**src/hdl/sbx_mul.sv**
```systemverilog
// Two-stage signed multiplier, split into two partial products.
// Used for corner placement and the crossing products. No package needed.
`default_nettype none

module sbx_mul #(
   parameter int AW = 32,
   parameter int BW = 35
) (
   input  wire logic                 clock,
   input  wire logic                 en,
   input  wire logic signed [AW-1:0] a,
   input  wire logic signed [BW-1:0] b,
   output logic signed [AW+BW-1:0]   p
);

   localparam int BLO = 18;
   localparam int BHI = BW - BLO;

   logic signed [AW+BLO:0]     lo_in, lo_ff;
   logic signed [AW+BHI-1:0]   hi_in, hi_ff;
   logic signed [AW+BW-1:0]    p_in, p_ff;

   assign lo_in = a * $signed({1'b0, b[BLO-1:0]});
   assign hi_in = a * $signed(b[BW-1:BLO]);
   assign p_in  = ((AW+BW)'(hi_ff) <<< BLO) + (AW+BW)'(lo_ff);

   always_ff @(posedge clock) begin
      if (en) begin
         lo_ff <= lo_in;
         hi_ff <= hi_in;
         p_ff  <= p_in;
      end
   end

   assign p = p_ff;

endmodule

`default_nettype wire

```
**config.mk**
```make
export PLATFORM = sky130hd
export DESIGN_NAME = sbx_mul
export DESIGN_NICKNAME = d
export VERILOG_FILES = /design/src/hdl/sbx_mul.sv
export SDC_FILE = /design/constraint.sdc
export NUM_CORES = 2
export LEC_CHECK = 0
export ABC_AREA = 1
export BUFFER_PORTS_ARGS = -buffer_cell sky130_fd_sc_hd__buf_2
export CORE_MARGIN = 2
export CORE_UTILIZATION = 39
export CTS_CLUSTER_DIAMETER = 80
export DETAILED_ROUTE_END_ITERATION = 8
export SYNTH_ARGS = -nofsm -noshare
export SYNTH_HDL_FRONTEND = slang
export SYNTH_SLANG_ARGS = --single-unit
export TNS_END_PERCENT = 20
```
**constraint.sdc**
```tcl
create_clock -name clock -period 7.65 [get_ports clock]
set_clock_uncertainty 0.05 [all_clocks]
set_input_delay 0.3825 -clock clock [delete_from_list [all_inputs] [get_ports clock]]
set_output_delay 0.3825 -clock clock [all_outputs]
set_load 0.01 [all_outputs]
```
==> summary.txt <==
Critical path
  • Critical path class: input port to flop
  • R2r setup slk: 4.53 ns
  • Startpoint class of the critical path: input port
  • Crit path DAT: 6.51 ns
  • Critical path capture point type: flop
  • CP max FO: 29
  • CP Data Required Time: 7.84 ns

Floorplan
  • Initial Util: 39.39%
  • Die area: between 0.1 and 0.15 mm^2
  • Die Ht: about 370 um
  • Core area: 0.1336 mm^2
  • Ports: 136
  • Die span in x: ~370 um
  • Std-Cell Rows: 134

Clocking
  • Post-CTS setup buffer count: 0
  • CTS Hold Bufs: 0
  • CTS tree: yes
  • CTS root buf: clkbuf_16
  • Sink Count: between 150 and 200
  • Num CTS Buffers: 17
  • Clk pin slew, worst setup/hold paths: ~0.090 ns
  • Clock Latency Late Sink: approximately 0.5 ns
  • # resized after CTS: 0
  • # H-tree levels: 4
  • CTS Buffer Depth: 2

Placement
  • Dpl hpwl: 133.3 mm
  • PortBufs: about 140
  • Final RePlAce weighted congestion: between 0.9 and 1

Logic synthesis
  • Post-synthesis register bit count: about 170
  • Synth Cell Area: 0.05264 mm^2
  • Syn nets: approximately 8600
  • Number of synthesis warnings: 0
  • Syn Inst Count: 7124
  • Register area share after synthesis: about a tenth
  • Synth cell types: 32
  • Mean post-synth cell area: 7.388 um^2

Layout
  • Synthesis-to-finish area growth: 6.223%
  • Layout cells sized above 1: about 5.4%
  • Leading cell types in the layout, fill and taps excluded: nand2_1 (2290), inv_1 (2290), fa_1 (1079)
  • Layout net count: roughly 8600
  • Layout fillers: approximately 14000
  • Util after Layout: between 40% and 50%

Detailed routing
  • DRC Markers: 0
  • DR iter-0 viols: about 3000
  • Post-DR vias/cell: 4.709
  • Via count: approximately 42000
  • Drt first pass iters: 5
  • WL final: between 150 and 200 mm
  • Average wire per standard cell: 17.56 um
  • Post-route ant nets: 0

Timing
  • RSZ-0062 raised after global routing: false
  • Fin. Hold Viols: 0
  • Setup_tns: 0 ns
  • Final worst path period need: between 6 and 7 ns
  • Hold WS: 0.2906 ns
  • Peak Freq: roughly 160 MHz
  • Actual slew at the worst max-slew pin: ~1.1 ns
  • Final Setup Violations: 0
  • Crit share post-route: between 80% and 90%
  • Fin. max-slew vios: 0
  • Headroom to the max-slew limit: 29.63%

Global route
  • First-pass GRT wire length: about 250 mm
  • Vias in the first global route: ~44000
  • Initial antenna violation count: 13
  • GRT Resource Usage Total: roughly a quarter
  • GRT Residual Overflow: 0
  • Largest net degree at the start of global routing: 131

Status
  • Status: finished, final reports clean

Worst hold path
  • Worst hold path type: input port to flop

Flow run
  • Max-cap violations: 0
-- sequential cells by signal, indices dropped and copies added, names as in the netlist --
register  cells
lo_ff        51
hi_ff        49
p            67
-- routing by layer --
metal  vias to the layer above  part of all wire, %  wire length (um)  GRT usage, %
li1                      19810                    -                 -             -
met1                     20620                   46             71320         33.75
met2                      1334                   46             71360         39.24
met3                       160                  6.6             10370         2.742
met4                        18                  2.1              3245         5.071
met5                         -                0.065               101             0
-- cells in the mapped netlist --
cell | number | area, um^2
edfxtp_1 | 167 | 5015
ha_1 | 290 | 3628
a21o_1 | 4 | 30.03
inv_2 | 29 | 108.9
o21a_1 | 4 | 30.03
nand3_2 | 7 | 70.07
xor2_1 | 72 | 630.6
o211ai_2 | 1 | 12.51
nor3_1 | 34 | 170.2
nand3b_1 | 7 | 52.55
nand2_2 | 28 | 175.2
buf_1 | 5 | 18.77
nor2_4 | 4 | 45.04
o21bai_1 | 14 | 105.1
or2_2 | 6 | 37.54
clkinv_1 | 2 | 7.510
nor2_1 | 186 | 698.2
nand2_4 | 1 | 11.26
fa_1 | 1079 | 21600
a21oi_2 | 5 | 43.79
o21ai_1 | 1 | 5.000
nor2_2 | 49 | 306.5
o21ai_0 | 4 | 20.02
nand4_1 | 44 | 275.3
xnor2_1 | 15 | 131.4
nand3_1 | 151 | 755.7
a21oi_1 | 93 | 465.5
clkbuf_1 | 228 | 855.8
inv_1 | 2290 | 8596
nand2_1 | 2290 | 8596
and2_2 | 1 | 7.510
nor3_2 | 13 | 130.1
-- cells by family after synthesis --
kind of cell | synth area share, %
AND/OR/NAND/NOR | 21.53
buffers and inverters | 18.21
adder cells (fa/ha/maj) | 47.93
flip-flops | 9.527
AO/OA/AOI/OAI | 1.353
XOR/XNOR | 1.448
-- worst max-delay path, cell delays in order --
cell     delay, ns
buf_2         0.61
nand2_1       0.32
fa_1          0.61
inv_1         0.07
fa_1          0.78
fa_1          0.53
fa_1          0.55
inv_1         0.05
fa_1          0.48
inv_1         0.05
fa_1          0.44
ha_1          0.45
nand2_1       0.08
inv_1         0.11
nand3_1       0.18
nor2_1        0.23
nand3_1       0.25
nand4_1       0.16
nand2_1       0.09
-- final cells by class --
cell class	count	area (um^2)	share of cell area [%]
Multi-Input combinational cell	4403	38030	68.03
Inverter	2321	8712	15.58
Sequential cell	167	5015	8.969
Tap cell	1768	2212	3.956
Timing Repair Buffer	213	1330	2.379
Clock buffer	18	429.2	0.7676
Clock inverter	14	168.9	0.3021
Antenna cell	4	10.01	0.01790
-- worst paths after layout --
check,end,start,depth (start not counted)
max,lo_ff[43],b[7],19
min,lo_ff[16],en,1
max reg2reg,p[52],lo_ff[50],8
min reg2reg,p[0],lo_ff[0],0
-- per-stage QoR --
step,area (um^2),worst slack [ns],std cells
after floorplan,52640,1.738,7124
after global placement,55300,0.8504,8872
after detailed placement,55300,0.8558,8872
after CTS,55900,1.387,8904
after global routing,55910,0.9638,8907
final,55910,1.336,8908
Power is left out: the tool's default activity adds up to more than one toggle a clock period on the data nets, which glitch-free logic cannot reach.
